--- config.mk ---
export PLATFORM = sky130hd
export DESIGN_NAME = der_tlv_header_parser_top
export DESIGN_NICKNAME = d
export VERILOG_FILES = /design/src/rtl/core/dtlv_pkg.sv /design/src/rtl/core/dtlv_in_stage.sv /design/src/rtl/core/dtlv_parser.sv /design/src/rtl/core/dtlv_out_stage.sv /design/src/rtl/core/der_tlv_header_parser_top.sv
export VERILOG_INCLUDE_DIRS = /design/src /design/src/rtl/core
export SDC_FILE = /design/constraint.sdc
export NUM_CORES = 1
export LEC_CHECK = 0
export BUFFER_PORTS_ARGS = -buffer_cell sky130_fd_sc_hd__buf_2
export CAP_MARGIN = 20
export CELL_PAD_IN_SITES_DETAIL_PLACEMENT = 1
export CELL_PAD_IN_SITES_GLOBAL_PLACEMENT = 2
export CORE_ASPECT_RATIO = 0.75
export CORE_MARGIN = 2
export CORE_UTILIZATION = 40
export DETAILED_ROUTE_END_ITERATION = 6
export PLACE_DENSITY_LB_ADDON = 0.1
export SYNTH_ARGS = -nofsm -noshare
export SYNTH_HDL_FRONTEND = slang
export SYNTH_HIERARCHICAL = 1
export SYNTH_SLANG_ARGS = --single-unit
--- constraint.sdc ---
create_clock -name clk -period 9.7 [get_ports clk]
set_clock_uncertainty 0.15 [all_clocks]
set_input_delay 0.97 -clock clk [delete_from_list [all_inputs] [get_ports clk]]
set_output_delay 0.97 -clock clk [all_outputs]
set_load 0.02 [all_outputs]
--- src/rtl/core/der_tlv_header_parser_top_macros.svh ---
// Assertion macros used by the DER TLV header parser RTL.
// Each macro takes a label, clock, reset and the two expressions of an implication.
`ifndef DER_TLV_HEADER_PARSER_TOP_MACROS_SVH
`define DER_TLV_HEADER_PARSER_TOP_MACROS_SVH

// Same-cycle implication, disabled while in reset.
`define DTLV_ASSERT_IMPL(label, clk, rst, ante, cons) \
  label: assert property (@(posedge clk) disable iff (rst) (ante) |-> (cons)) \
    else $error("dtlv assertion failed");

// Next-cycle implication, disabled while in reset.
`define DTLV_ASSERT_NEXT(label, clk, rst, ante, cons) \
  label: assert property (@(posedge clk) disable iff (rst) (ante) |=> (cons)) \
    else $error("dtlv assertion failed");

`endif

--- src/rtl/core/dtlv_pkg.sv ---
// Shared types and codes for the DER TLV header parser.
// No dependencies; used by every module under rtl/core.
`timescale 1ns / 1ps

package dtlv_pkg;

  localparam int CONTENT_LENGTH_W = 31;
  localparam int LENGTH_WIDTH_DEF = 31;

  localparam logic [1:0] CLASS_TAG   = 2'd0;
  localparam logic [1:0] CLASS_LEN   = 2'd1;
  localparam logic [1:0] CLASS_VALUE = 2'd2;
  localparam logic [1:0] CLASS_SKIP  = 2'd3;

  localparam logic [2:0] ERR_NONE     = 3'd0;
  localparam logic [2:0] ERR_NO_LEN   = 3'd1;
  localparam logic [2:0] ERR_LONG_CUT = 3'd2;
  localparam logic [2:0] ERR_OVERFLOW = 3'd3;
  localparam logic [2:0] ERR_PAYLOAD  = 3'd4;
  localparam logic [2:0] ERR_WRONG_TAG = 3'd5;

  typedef struct packed {
    logic [7:0] data_byte;
    logic       buffer_last;
    logic [4:0] want_tag;
    logic       check_tag;
  } item_t;

  typedef struct packed {
    logic [1:0]                  byte_class;
    logic [4:0]                  tag_number;
    logic [CONTENT_LENGTH_W-1:0] content_length;
    logic [7:0]                  value_out;
    logic                        element_end;
    logic [2:0]                  error_code;
  } result_t;

endpackage

--- src/rtl/core/dtlv_in_stage.sv ---
// Input register stage of the DER TLV header parser.
// Depends on dtlv_pkg for the item type.
`timescale 1ns / 1ps

module dtlv_in_stage (
  input  logic            clk,
  input  logic            rst,
  input  logic            in_valid,
  output logic            in_ready,
  input  dtlv_pkg::item_t item_in,
  input  logic            advance,
  output logic            held_valid,
  output dtlv_pkg::item_t held_item
);

  // Free when empty or when the held byte moves on this cycle.
  assign in_ready = !held_valid || advance;

  always_ff @(posedge clk) begin
    if (rst) begin
      held_valid <= 1'b0;
    end else if (in_valid && in_ready) begin
      held_valid <= 1'b1;
    end else if (advance) begin
      held_valid <= 1'b0;
    end
  end

  always_ff @(posedge clk) begin
    if (in_valid && in_ready) begin
      held_item <= item_in;
    end
  end

endmodule

--- src/rtl/core/dtlv_parser.sv ---
// Phase state and per-byte decode of the DER TLV header parser.
// Depends on dtlv_pkg and the assertion macro header.
`timescale 1ns / 1ps
`include "der_tlv_header_parser_top_macros.svh"

module dtlv_parser #(
  parameter int LENGTH_WIDTH = dtlv_pkg::LENGTH_WIDTH_DEF
) (
  input  logic              clk,
  input  logic              rst,
  input  logic              fire,
  input  dtlv_pkg::item_t   item,
  output dtlv_pkg::result_t res
);

  localparam logic [2:0] PH_TAG      = 3'd0;
  localparam logic [2:0] PH_LEN      = 3'd1;
  localparam logic [2:0] PH_LONG     = 3'd2;
  localparam logic [2:0] PH_LONG_OVF = 3'd3;
  localparam logic [2:0] PH_VALUE    = 3'd4;
  localparam logic [2:0] PH_SKIP     = 3'd5;

  localparam int CLW = dtlv_pkg::CONTENT_LENGTH_W;

  logic [2:0]              phase, phase_next;
  logic [4:0]              held_tag, held_tag_next;
  logic [6:0]              length_bytes_left, length_bytes_left_next;
  logic [LENGTH_WIDTH-1:0] length_accumulator, length_accumulator_next;
  logic [LENGTH_WIDTH-1:0] value_bytes_left, value_bytes_left_next;

  logic [LENGTH_WIDTH+7:0] acc_wide;
  logic [LENGTH_WIDTH-1:0] acc_shifted;
  logic [LENGTH_WIDTH-1:0] acc_upd;
  logic [6:0]              lbl_dec;
  logic                    acc_too_big;
  logic                    ovf;
  logic                    fail;
  logic                    end_clean;
  logic                    err_mid;
  logic                    skip_quiet;

  assign acc_wide    = {length_accumulator, item.data_byte};
  assign acc_shifted = acc_wide[LENGTH_WIDTH-1:0];
  // Any of the top eight bits set means another shift would drop length bits.
  assign acc_too_big = (length_accumulator[LENGTH_WIDTH-1 -: 8] != 8'd0);

  always_comb begin
    phase_next              = phase;
    held_tag_next           = held_tag;
    length_bytes_left_next  = length_bytes_left;
    length_accumulator_next = length_accumulator;
    value_bytes_left_next   = value_bytes_left;
    res                     = '0;
    res.byte_class          = dtlv_pkg::CLASS_SKIP;
    fail                    = 1'b0;
    ovf                     = 1'b0;
    acc_upd                 = length_accumulator;
    lbl_dec                 = length_bytes_left;

    case (phase)
      PH_TAG: begin
        held_tag_next           = item.data_byte[4:0];
        length_accumulator_next = '0;
        res.byte_class          = dtlv_pkg::CLASS_TAG;
        res.tag_number          = item.data_byte[4:0];
        if (item.buffer_last) begin
          res.error_code = dtlv_pkg::ERR_NO_LEN;
          fail           = 1'b1;
        end else if (item.check_tag && (item.data_byte[4:0] != item.want_tag)) begin
          res.error_code = dtlv_pkg::ERR_WRONG_TAG;
          fail           = 1'b1;
        end else begin
          phase_next = PH_LEN;
        end
      end
      PH_LEN: begin
        res.byte_class = dtlv_pkg::CLASS_LEN;
        res.tag_number = held_tag;
        if (item.data_byte[7]) begin
          length_accumulator_next = '0;
          if (item.data_byte[6:0] == 7'd0) begin
            res.element_end = 1'b1;
            phase_next      = PH_TAG;
          end else if (item.buffer_last) begin
            res.error_code = dtlv_pkg::ERR_LONG_CUT;
            fail           = 1'b1;
          end else begin
            length_bytes_left_next = item.data_byte[6:0];
            phase_next             = PH_LONG;
          end
        end else begin
          length_accumulator_next = LENGTH_WIDTH'(item.data_byte);
          res.content_length      = CLW'(item.data_byte);
          if (item.data_byte == 8'd0) begin
            res.element_end = 1'b1;
            phase_next      = PH_TAG;
          end else if (item.buffer_last) begin
            res.error_code = dtlv_pkg::ERR_PAYLOAD;
            fail           = 1'b1;
          end else begin
            value_bytes_left_next = LENGTH_WIDTH'(item.data_byte);
            phase_next            = PH_VALUE;
          end
        end
      end
      PH_LONG, PH_LONG_OVF: begin
        res.byte_class = dtlv_pkg::CLASS_LEN;
        res.tag_number = held_tag;
        ovf            = (phase == PH_LONG_OVF);
        if (!ovf) begin
          if (acc_too_big) begin
            ovf = 1'b1;
          end else begin
            acc_upd = acc_shifted;
          end
        end
        length_accumulator_next = acc_upd;
        res.content_length      = CLW'(acc_upd);
        if (length_bytes_left != 7'd0) begin
          lbl_dec = length_bytes_left - 7'd1;
        end
        length_bytes_left_next = lbl_dec;
        if (lbl_dec == 7'd0) begin
          if (ovf) begin
            res.error_code = dtlv_pkg::ERR_OVERFLOW;
            fail           = 1'b1;
          end else if (acc_upd == '0) begin
            res.element_end = 1'b1;
            phase_next      = PH_TAG;
          end else if (item.buffer_last) begin
            res.error_code = dtlv_pkg::ERR_PAYLOAD;
            fail           = 1'b1;
          end else begin
            value_bytes_left_next = acc_upd;
            phase_next            = PH_VALUE;
          end
        end else if (item.buffer_last) begin
          res.error_code = dtlv_pkg::ERR_LONG_CUT;
          fail           = 1'b1;
        end else begin
          phase_next = ovf ? PH_LONG_OVF : PH_LONG;
        end
      end
      PH_VALUE: begin
        res.byte_class     = dtlv_pkg::CLASS_VALUE;
        res.tag_number     = held_tag;
        res.content_length = CLW'(length_accumulator);
        res.value_out      = item.data_byte;
        if (value_bytes_left <= LENGTH_WIDTH'(1)) begin
          value_bytes_left_next = '0;
          res.element_end       = 1'b1;
          phase_next            = PH_TAG;
        end else begin
          value_bytes_left_next = value_bytes_left - LENGTH_WIDTH'(1);
          if (item.buffer_last) begin
            res.error_code = dtlv_pkg::ERR_PAYLOAD;
            fail           = 1'b1;
          end
        end
      end
      PH_SKIP: begin
        if (item.buffer_last) begin
          phase_next = PH_TAG;
        end
      end
      default: begin
        phase_next = PH_TAG;
      end
    endcase

    // Drop the rest of the buffer after an error.
    if (fail) begin
      phase_next = item.buffer_last ? PH_TAG : PH_SKIP;
    end
  end

  always_ff @(posedge clk) begin
    if (rst) begin
      phase              <= PH_TAG;
      held_tag           <= '0;
      length_bytes_left  <= '0;
      length_accumulator <= '0;
      value_bytes_left   <= '0;
    end else if (fire) begin
      phase              <= phase_next;
      held_tag           <= held_tag_next;
      length_bytes_left  <= length_bytes_left_next;
      length_accumulator <= length_accumulator_next;
      value_bytes_left   <= value_bytes_left_next;
    end
  end

  assign end_clean  = (res.error_code == dtlv_pkg::ERR_NONE) &&
                      (res.byte_class != dtlv_pkg::CLASS_SKIP);
  assign err_mid    = (res.error_code != dtlv_pkg::ERR_NONE) && !item.buffer_last;
  assign skip_quiet = (res.tag_number == 5'd0) && (res.content_length == '0) &&
                      (res.error_code == dtlv_pkg::ERR_NONE);

  `DTLV_ASSERT_IMPL(a_end_clean, clk, rst, fire && res.element_end, end_clean)
  `DTLV_ASSERT_NEXT(a_last_to_tag, clk, rst, fire && item.buffer_last, phase == PH_TAG)
  `DTLV_ASSERT_NEXT(a_err_skips, clk, rst, fire && err_mid, phase == PH_SKIP)
  `DTLV_ASSERT_IMPL(a_skip_quiet, clk, rst, fire && (phase == PH_SKIP), skip_quiet)

endmodule

--- src/rtl/core/dtlv_out_stage.sv ---
// Result register stage of the DER TLV header parser.
// Depends on dtlv_pkg for the result type.
`timescale 1ns / 1ps

module dtlv_out_stage (
  input  logic              clk,
  input  logic              rst,
  input  logic              load,
  input  dtlv_pkg::result_t res_in,
  output logic              can_load,
  output logic              out_valid,
  input  logic              out_ready,
  output dtlv_pkg::result_t res_out
);

  // Room when empty or when the current result leaves this cycle.
  assign can_load = !out_valid || out_ready;

  always_ff @(posedge clk) begin
    if (rst) begin
      out_valid <= 1'b0;
    end else if (load) begin
      out_valid <= 1'b1;
    end else if (out_ready) begin
      out_valid <= 1'b0;
    end
  end

  always_ff @(posedge clk) begin
    if (load) begin
      res_out <= res_in;
    end
  end

endmodule

--- src/rtl/core/der_tlv_header_parser_top.sv ---
// Top level of the DER TLV header parser: input stage, decoder, result stage.
// Depends on dtlv_pkg, dtlv_in_stage, dtlv_parser and dtlv_out_stage.
//
//   channel  | handshake            | payload
//   ---------+----------------------+------------------------------------------
//   in       | in_valid / in_ready  | data_byte, buffer_last, want_tag,
//            |                      | check_tag
//   out      | out_valid / out_ready| byte_class, tag_number, content_length,
//            |                      | value_out, element_end, error_code
//
// One byte per cycle sustained while out is ready; every transfer in yields exactly one transfer out.
// Each byte is held first in the input register, then in the result register.
// The phase update for a byte happens as it moves from input to result register.
// Reset (rst, synchronous) returns the parser to expect a tag byte, both stages empty.
// A stall on out holds the result and, once the input register is full, in_ready drops.
`timescale 1ns / 1ps

module der_tlv_header_parser_top #(
  parameter int LENGTH_WIDTH = dtlv_pkg::LENGTH_WIDTH_DEF
) (
  input  logic                                  clk,
  input  logic                                  rst,
  input  logic                                  in_valid,
  output logic                                  in_ready,
  input  logic [7:0]                            data_byte,
  input  logic                                  buffer_last,
  input  logic [4:0]                            want_tag,
  input  logic                                  check_tag,
  output logic                                  out_valid,
  input  logic                                  out_ready,
  output logic [1:0]                            byte_class,
  output logic [4:0]                            tag_number,
  output logic [dtlv_pkg::CONTENT_LENGTH_W-1:0] content_length,
  output logic [7:0]                            value_out,
  output logic                                  element_end,
  output logic [2:0]                            error_code
);

  dtlv_pkg::item_t   item_in;
  dtlv_pkg::item_t   held_item;
  dtlv_pkg::result_t res_comb;
  dtlv_pkg::result_t res_reg;
  logic              held_valid;
  logic              can_load;
  logic              advance;

  // Pack the input ports into one item.
  assign item_in.data_byte    = data_byte;
  assign item_in.buffer_last  = buffer_last;
  assign item_in.want_tag     = want_tag;
  assign item_in.check_tag    = check_tag;

  // Advance the held byte when the result register has room; this is also
  // the only cycle in which the parser state moves.
  assign advance = held_valid && can_load;

  dtlv_in_stage u_in (
    .clk        (clk),
    .rst        (rst),
    .in_valid   (in_valid),
    .in_ready   (in_ready),
    .item_in    (item_in),
    .advance    (advance),
    .held_valid (held_valid),
    .held_item  (held_item)
  );

  dtlv_parser #(
    .LENGTH_WIDTH (LENGTH_WIDTH)
  ) u_parser (
    .clk  (clk),
    .rst  (rst),
    .fire (advance),
    .item (held_item),
    .res  (res_comb)
  );

  dtlv_out_stage u_out (
    .clk       (clk),
    .rst       (rst),
    .load      (advance),
    .res_in    (res_comb),
    .can_load  (can_load),
    .out_valid (out_valid),
    .out_ready (out_ready),
    .res_out   (res_reg)
  );

  // Unpack the registered result onto the output ports.
  assign byte_class     = res_reg.byte_class;
  assign tag_number     = res_reg.tag_number;
  assign content_length = res_reg.content_length;
  assign value_out      = res_reg.value_out;
  assign element_end    = res_reg.element_end;
  assign error_code     = res_reg.error_code;

endmodule
=== After elaboration in Yosys (flattened, before gate mapping) ===
Cells that the tools add are included.

* Flip-flop bits (word level): 144
* Bits of input ports: 19
* Output and inout bits: 52
* Word-level logic and storage cells: 144

* Add/subtract/negate cells: 2
* Magnitude comparators: 1
* Equal/unequal tests: 22
* Mux-type cells: 76
* Reduce and logical (&&, ||, !) cells: 26

{| class="wikitable"
|+ Operators with widths
! kind !! count
|-
| 31-bit 2-to-1 mux || 11
|-
| 31-bit case mux with 3 select lines || 3
|-
| 3-bit 2-to-1 mux || 24
|-
| 7-bit 2-to-1 mux || 6
|-
| 31-bit by 1-bit less-or-equal comparator with 1-bit output, second input constant || 1
|-
| 31-bit zero test || 1
|-
| 31-bit by 1-bit subtractor with 31-bit output, second input constant || 1
|-
| 1-bit 2-to-1 mux || 24
|-
| 7-bit case mux with 3 select lines || 1
|-
| 2-bit != test, second input constant || 8
|-
| 3-bit case mux with 5 select lines || 1
|-
| 7-bit zero test || 2
|-
| 7-bit case mux with 2 select lines || 1
|-
| 3-bit case mux with 4 select lines || 1
|-
| 3-bit by 2-bit != test with 1-bit output, second input constant || 3
|-
| 9-bit AND reduction || 1
|-
| 8-bit zero test || 1
|-
| 8-bit AND reduction || 1
|-
| 8-bit nonzero test || 1
|-
| 7-bit nonzero test || 1
|-
| 7-bit by 1-bit subtractor with 7-bit output, second input constant || 1
|-
| 3-bit by 2-bit == test with 1-bit output, second input constant || 2
|-
| 3-bit == test, second input constant || 2
|-
| 2-bit nonzero test || 3
|-
| other kinds (20) || 26
|}

=== Logic depth before layout (Yosys ltp) ===
Gate-level depths: netlist (run 1).

* Word-level depth: 11
* Depth in mapped cells: 10
* Mapped depth without buffers: 9

=== Cells and area by module ===
Netlist (run 1), hierarchy kept.

{| class="wikitable"
|+ By module, submodules not included
! module !! instances !! cells an instance !! area an instance (µm²) !! seq. area each (µm²)
|-
| dtlv_parser || 1 || 714 || 5116.2 || 1541.5
|-
| dtlv_out_stage || 1 || 54 || 1547.7 || 1521.5
|-
| dtlv_in_stage || 1 || 20 || 505.5 || 470.5
|-
| der_tlv_header_parser_top || 1 || 1 || 6.3 || 0.0
|}

=== Worst setup path before layout (run 1) ===
OpenSTA, ideal clock, no wires.

* Path type: input -> register
* Start point: in out_ready
* End point: reg u_parser.length_bytes_left[2]
* Setup time: 0.128 ns
* Arrival time: 3.633 ns
* Data required time: 9.422 ns
* Path slack: 5.789 ns
* Stages on the path: 9
* Buffers on the path: 2
* Path through: nand2b_4 > and2_1 > clkbuf_1 > nor2b_1 > o211a_1 > clkbuf_1 > o21ai_0 > a22oi_1 > nor2_1

* Word-level cells in the longest chain between the ends: 3

{| class="wikitable"
|+ RTL lines
! item !! line !! RTL
|-
| start: declaration || der_tlv_header_parser_top.sv:30 || <nowiki>input logic out_ready,</nowiki>
|-
| 1-bit logical OR || dtlv_out_stage.sv:17 || <nowiki>assign can_load = !out_valid || out_ready;</nowiki>
|-
| 1-bit logical AND || der_tlv_header_parser_top.sv:55 || <nowiki>assign advance = held_valid && can_load;</nowiki>
|-
| via advance || der_tlv_header_parser_top.sv:45 || <nowiki>logic advance;</nowiki>
|-
| 5-bit AND reduction (no line) || n/a ||
|-
| end signal: assignment || dtlv_parser.sv:187 || <nowiki>length_bytes_left <= length_bytes_left_next;</nowiki>
|-
| end: declaration || dtlv_parser.sv:27 || <nowiki>logic [6:0] length_bytes_left, length_bytes_left_next;</nowiki>
|}

The timed path passes the listed nets, and every way through them passes these cells.
A chain may end at the register's enable or synchronous reset.

=== Worst setup path after layout (run 1) ===
* Start point: in out_ready
* End point: reg u_parser.held_tag[0]

* Word-level cells in the longest chain between the ends: 3

{| class="wikitable"
|+ RTL lines
! item !! line !! RTL
|-
| 1-bit logical OR || dtlv_out_stage.sv:17 ||
|-
| via can_load || der_tlv_header_parser_top.sv:44 || <nowiki>logic can_load;</nowiki>
|-
| 1-bit logical AND || der_tlv_header_parser_top.sv:55 ||
|-
| via advance || der_tlv_header_parser_top.sv:45 ||
|-
| 2-bit AND reduction (no line) || n/a ||
|-
| end signal: assignment || dtlv_parser.sv:186 || <nowiki>held_tag <= held_tag_next;</nowiki>
|-
| end: declaration || dtlv_parser.sv:26 || <nowiki>logic [4:0] held_tag, held_tag_next;</nowiki>
|}

The timed path passes the listed nets, and every way through them passes these cells.

==> run_results.csv, run 1 <==
group,metric,value,unit
clock_network,cts_sinks,144,
worst_setup_path,crit_type,"in -> reg",
synthesis,yosysWarnings,6,
power_and_ir_drop,powerDensity,179,nW/um^2
cells_and_area,final_cell_mix,"91 x nor2_1, 81 x a21oi_1, 79 x dfxtp_1, 76 x nand2_1, 70 x buf_2",
run,cap_violations,0,
cells_and_area,layout-drive-gt1-share,0.164,
worst_setup_path,cp-end-kind,"register",
die,die_y,120,um
synthesis,synthArstFlopShare,0,
synthesis,ys_seq_elements,144,
worst_setup_path,worst_path_most_repeated_cell,"nor2_1",
synthesis,syn_area,7180,um^2
die,initial_core_util,0.408,
timing,drv_slew,0,
timing,setup-tns-final,0,ps
worst_setup_path,critPathLaunchType,"input pin",
clock_network,path_clk_slew,60,ps
cells_and_area,layout.cells.non_filler,1087,
synthesis,postSynthCellCount,789,
routing,wirelength,23200,um
clock_network,cts_inserted_buffers,17,
cells_and_area,num-nets-final,854,
routing,wl_per_cell,21.3,um
cells_and_area,final_common_cell,"nor2_1",
clock_network,cts_setup_buffers,0,
worst_setup_path,cp.required,9820,ps
cells_and_area,diodes,0,
routing,ant_nets,0,
synthesis,ys_seq_area_frac,0.492,
synthesis,syn_nets,811,
cells_and_area,design_area,8290,um^2
die,die_w,159,um
power_and_ir_drop,leakage,0.00324,uW
cells_and_area,fin_util,0.471,
clock_network,clockBufferDepth,2,
timing,finalSetupViolations,0,
timing,period_minus_slack,3600,ps
worst_setup_path,slowest_delay,760,ps
global_routing,overflow,0,
clock_network,ctsHoldBuffers,0,
worst_setup_path,path_cells,"buf_2, nand2b_4, and2_2, buf_4, nand2b_1, nor2_1, mux2i_1, nor2_1",
die,dieArea,19000,um^2
routing,vias,6399,
timing,clock.fmax,278,MHz
worst_setup_path,crit_family,"simple AND/OR/NAND/NOR gates",
synthesis,synthFlopType,"dfxtp_1",
clock_network,cts_tree,"built",
global_routing,antenna_found_initial,0,
timing,hold_viol_final,0,
timing,tightest_slew,1130,ps
clock_network,clockRootBuffer,"clkbuf_16",
routing,drt-pass1-iter-count,5,
global_routing,globalRouteTotalUtil,0.254,
timing,hold-worst-slack,338,ps
timing,slew-limit-headroom,0.243,
synthesis,synth_edf_count,65,
global_routing,grt_pass1_wl,36500,um
run_status,status,"finished, final reports clean",
die,core_area,17600,um^2
worst_setup_path,cp_max_fo,69,
clock_network,cts_resized,0,
placement,dp.cells,1055,
routing,drc,0,
worst_setup_path,worstPathArrival,3720,ps
power_and_ir_drop,peakVddDrop,0.108,mV
global_routing,grt_max_degree,87,
timing,finalCritPeriodShare,0.371,
clock_network,clk_latency,430,ps
timing,rsz0062_at_grt,"no",
clock_network,h-tree-depth,4,
routing,viasPerCell,5.89,
min_path,hp-class,"reg -> reg",
worst_setup_path,cp_slowest_cell,"nand2b_1",
cells_and_area,syn2layout_area_growth,15.6,%
routing,first_iter_violations,570,
placement,portBuffers,70,
placement,gp_congestion,0.845,
placement,dpl-instance-area,7700,um^2
die,io_pins,71,
die,rows,42,
worst_setup_path,path_buf_inv,2,
cells_and_area,fillers,2048,
synthesis,syn_area_per_cell,9.09,um^2
placement,dp.final_hpwl,15900,um
synthesis,synth_cell_types,72,
global_routing,grt_pass1_vias,6370,
==> final timing paths <==
path,startpoint,to,slack (ps),cells after the start
hold / removal,u_parser/value_bytes_left[19],u_parser/value_bytes_left[19],340,2
setup / recovery,out_ready,u_parser/held_tag[0],6100,8
setup reg to reg,u_parser/value_bytes_left[20],u_parser/value_bytes_left[3],6130,8
hold reg to reg,u_parser/value_bytes_left[19],u_parser/value_bytes_left[19],340,2
==> cell type report <==
type | count | area, um^2 | area share
Clock buffer | 19 | 443 | 0.0534
Clock inverter | 13 | 154 | 0.0186
Inverter | 15 | 56.3 | 0.00679
Multi-Input combinational cell | 574 | 3380 | 0.407
Sequential cell | 144 | 3530 | 0.426
Tap cell | 242 | 303 | 0.0365
Timing Repair Buffer | 80 | 425 | 0.0513
==> cells in the mapped netlist, types with 5 or more instances <==
| cell | count | area [um^2] |
|---|---|---|
| nor2_1 | 91 | 342 |
| a21oi_1 | 81 | 405 |
| dfxtp_1 | 79 | 1580 |
| nand2_1 | 76 | 285 |
| edfxtp_1 | 65 | 1950 |
| clkbuf_1 | 44 | 165 |
| a22oi_1 | 27 | 203 |
| o21ai_0 | 26 | 130 |
| o21ai_1 | 23 | 115 |
| nor3_1 | 21 | 105 |
| nor4_1 | 19 | 119 |
| a21o_1 | 18 | 135 |
| inv_1 | 15 | 56.3 |
| a31oi_1 | 13 | 81.3 |
| nand3_1 | 13 | 65.1 |
| mux2i_1 | 12 | 120 |
| nand2b_1 | 12 | 75.1 |
| o21bai_1 | 11 | 82.6 |
| and3_1 | 10 | 62.6 |
| a22o_1 | 9 | 78.8 |
| nor2b_1 | 9 | 56.3 |
| or2_2 | 9 | 56.3 |
| buf_2 | 8 | 40.0 |
| or3_1 | 7 | 43.8 |
| o31ai_1 | 6 | 45.0 |
| or4_1 | 5 | 37.5 |
==> metrics by stage <==
step / total power (uW) / worst slack, ps
3_5_place_dp: 832 / 5660
4_1_cts: 1500 / 6100
5_1_grt: 1540 / 5850
3_3_place_gp: 826 / 5770
6_report: 1490 / 6100
2_1_floorplan: 782 / 5790
==> power by group <==
group	leakage [uW]	internal (uW)	switching [uW]
Clock	0.000287	391	277
Combinational	0.00168	44.4	99.2
Sequential	0.00128	657	18.7
==> worst min-delay path, stage by stage, from the launching register on <==
cell	delay [ps]
dfxtp_1	310
o21ai_1	70
a21oi_1	60
==> registers in the layout, summed over array words and instances, names as in the netlist <==
register	flops
u_parser/length_bytes_left	7
u_parser/phase	3
u_in/held_item	15
u_parser/held_tag	5
u_out/out_valid	1
u_out/res_out	50
u_parser/length_accumulator	31
u_parser/value_bytes_left	31
u_in/held_valid	1
==> routing by layer <==
layer	vias to the layer above	wire length (um)	GRT usage
li1	2999	-	-
met1	3183	11600	0.380
met3	20	1430	0.0589
met4	0	339	0.0631
met2	197	9750	0.366
met5	-	0	0
==> cells by family after synthesis <==
family	synth area share
adder cells (fa/ha/maj)	0.00523
AND/OR/NAND/NOR	0.207
multiplexers	0.0167
XOR/XNOR	0.00610
buffers and inverters	0.0391
AO/OA/AOI/OAI	0.233
flip-flops	0.492
(Power assumes the default switching activity.)
==> run 2: changes to the inputs <==
CORE_UTILIZATION = 33   (was 40)
clock period = 2.95 ns   (was 9.7 ns; I/O delays follow)
==> run 2 against run 1 <==
  * Sequential power rose to 3.2 times the previous value
  * Register-to-register slack got worse by 6000 ps
  * Critical path depth is 1 lower
  * Sequential share of layout area decreased by 4.2 points
  * First-iteration DRC count increased by 11%
  * Worst setup slack got worse by 6000 ps
  * Combinational power grew to 4.1 times the previous value
  * Largest power group unchanged
==> run_results.csv, run 2 (synthesis results as in run 1) <==
group,metric,value,unit
die,rows,46,
worst_setup_path,path_cells,"or4_1, o41a_1, o311a_1, o21ai_4, clkbuf_16, o21bai_1, a21oi_1",
min_path,hp-class,"in -> reg",
worst_setup_path,worstPathArrival,3000,ps
clock_network,clockRootBuffer,"clkbuf_16",
worst_setup_path,r2r_end,"u_parser/value_bytes_left[12]",
timing,finalCritPeriodShare,0.972,
cells_and_area,fin_util,0.434,
power_and_ir_drop,powerDensity,532,nW/um^2
die,io_pins,71,
cells_and_area,diodes,0,
die,core_area,21200,um^2
cells_and_area,layout-drive-gt1-share,0.246,
timing,period_minus_slack,2870,ps
cells_and_area,num-nets-final,957,
cells_and_area,seq_area,3540,um^2
placement,dp.final_hpwl,19300,um
power_and_ir_drop,leakage,0.00376,uW
clock_network,path_clk_slew,70,ps
cells_and_area,top_regs,"u_out/res_out: 50 flops, u_parser/length_accumulator: 31 flops, u_parser/value_bytes_left: 31 flops",
worst_setup_path,cp_max_fo,16,
die,initial_core_util,0.338,
timing,slew-limit-headroom,0.420,
placement,portBuffers,70,
timing,finalSetupViolations,0,
worst_setup_path,slowest_delay,620,ps
power_and_ir_drop,peakVddDrop,0.286,mV
timing,drv_slew,0,
global_routing,grt_pass1_vias,6853,
timing,finalWorstSetupSlack,82.0,ps
cells_and_area,multi_input_area,3400,um^2
cells_and_area,fillers,2446,
placement,place_ws,67.0,ps
routing,wirelength,26800,um
routing,drc,0,
clock_network,cts_tree,"built",
timing,clock.fmax,349,MHz
timing,hold_viol_final,0,
routing,ant_nets,0,
timing,tightest_slew,870,ps
worst_setup_path,cp-end-kind,"register",
worst_setup_path,rrSetupSlack,80,ps
clock_network,clockBufferDepth,2,
placement,gp_congestion,0.887,
worst_setup_path,r2r-start,"u_in/held_item[7]",
clock_network,h-tree-depth,4,
cells_and_area,largest_reg_flops,50,
routing,viasPerCell,5.59,
cells_and_area,final_cell_mix,"92 x buf_4, 91 x nor2_1, 80 x a21oi_1, 78 x dfxtp_1, 76 x nand2_1",
routing,vias,6906,
die,die_w,174,um
min_path,hold_start,"rst",
die,dieArea,23000,um^2
worst_setup_path,reg2reg_depth,7,
clock_network,cts_inserted_buffers,17,
clock_network,clk_latency,450,ps
clock_network,cts_sinks,144,
global_routing,antenna_found_initial,0,
global_routing,grt_max_degree,39,
cells_and_area,final_common_cell,"buf_4",
min_path,min_to,"u_parser/length_accumulator[8]",
worst_setup_path,crit_type,"reg -> reg",
global_routing,grt_pass1_wl,41300,um
worst_setup_path,critPathLaunchType,"register",
run,cap_violations,0,
global_routing,globalRouteTotalUtil,0.235,
cells_and_area,syn2layout_area_growth,28.5,%
cells_and_area,regMostFlops,"u_out/res_out",
worst_setup_path,cp.required,3080,ps
routing,first_iter_violations,631,
timing,rsz0062_at_grt,"yes",
global_routing,overflow,0,
routing,wl_per_cell,21.7,um
run_status,status,"finished, final reports clean",
die,die_y,132,um
min_path,hold_depth,2,
routing,drt-pass1-iter-count,5,
worst_setup_path,cp_slowest_cell,"or4_1",
==> run 2: changes by cell type in the layout (fill, tap and decap cells not counted), sizes merged <==
cell         before  now
buf              80  165
inv              19   23
clkinv            5    6
dlygate4sd3       0   17
clkinvlp          2    1
clkbuf           19   18
bufinv            2    0
==> run 2: critical path: cells and delay by family, from the launching register on <==
kind	cells	cell delay [ps]
AO/OA/AOI/OAI	5	1300
AND/OR/NAND/NOR	1	620
flip-flops	1	390
buffers and inverters	1	250
==> run 2: through the flow <==
stage	cell area [um^2]	instances	setup TNS (ps)	hold slack, ps	power (uW)
finish	9220	1236	0	329	4900
global placement	8420	1185	0	316	2790
global route	9220	1236	-0.433	352	5090
CTS	9160	1234	0	307	4950
floorplan	7180	789	0	207	2570
detailed placement	8420	1185	0	326	2800
==> run 2: final cells by class <==
type                       count  area share
clock inverter                15      0.0155
multi-input combinational    574       0.369
sequential                   144       0.384
tap                          288      0.0391
clock buffer                  17      0.0461
inverter                      15     0.00638
timing repair buffer         183       0.141
==> run 2: how the worst max path moves through the flow <==
stage | from | endpoint | slack (ps) | cells after the start
after detailed placement | u_parser/length_bytes_left[0] | u_parser/value_bytes_left[22] | 70 | 10
after global routing | u_parser/length_bytes_left[0] | u_parser/value_bytes_left[28] | -0.4 | 10
final | u_in/held_item[7] | u_parser/value_bytes_left[12] | 80 | 7
after global placement | u_parser/length_bytes_left[0] | u_parser/phase[2] | 100 | 11
after floorplan | u_parser/length_bytes_left[0] | u_parser/value_bytes_left[11] | 120 | 10
after CTS | u_parser/length_bytes_left[1] | u_parser/value_bytes_left[22] | 20 | 10
==> run 2: what timing repair did <==
item | 4_1_cts | 5_1_grt
cloned | 0 | 1
endpoints found under the hold margin | 17 | 0
hold buffers | 17 | 0
endpoints found under the setup margin | 1 | 20
resized for setup | 3 | 8
pin swaps | 2 | 3
setup buffers | 0 | 1
==> run 2: routing by layer <==
layer / share of wire / wire [um] / up-vias / track usage
li1: - / - / 3200 / -
met1: 0.52 / 13900 / 3505 / 0.359
met2: 0.42 / 11300 / 183 / 0.337
met3: 0.051 / 1370 / 18 / 0.0512
met4: 0.0085 / 227 / 0 / 0.0518
met5: 0 / 0 / - / 0
==> run 2: report_power, final <==
part           internal [uW]  switching (uW)
clock network           1120            1000
registers               2160            35.7
logic                    208             386
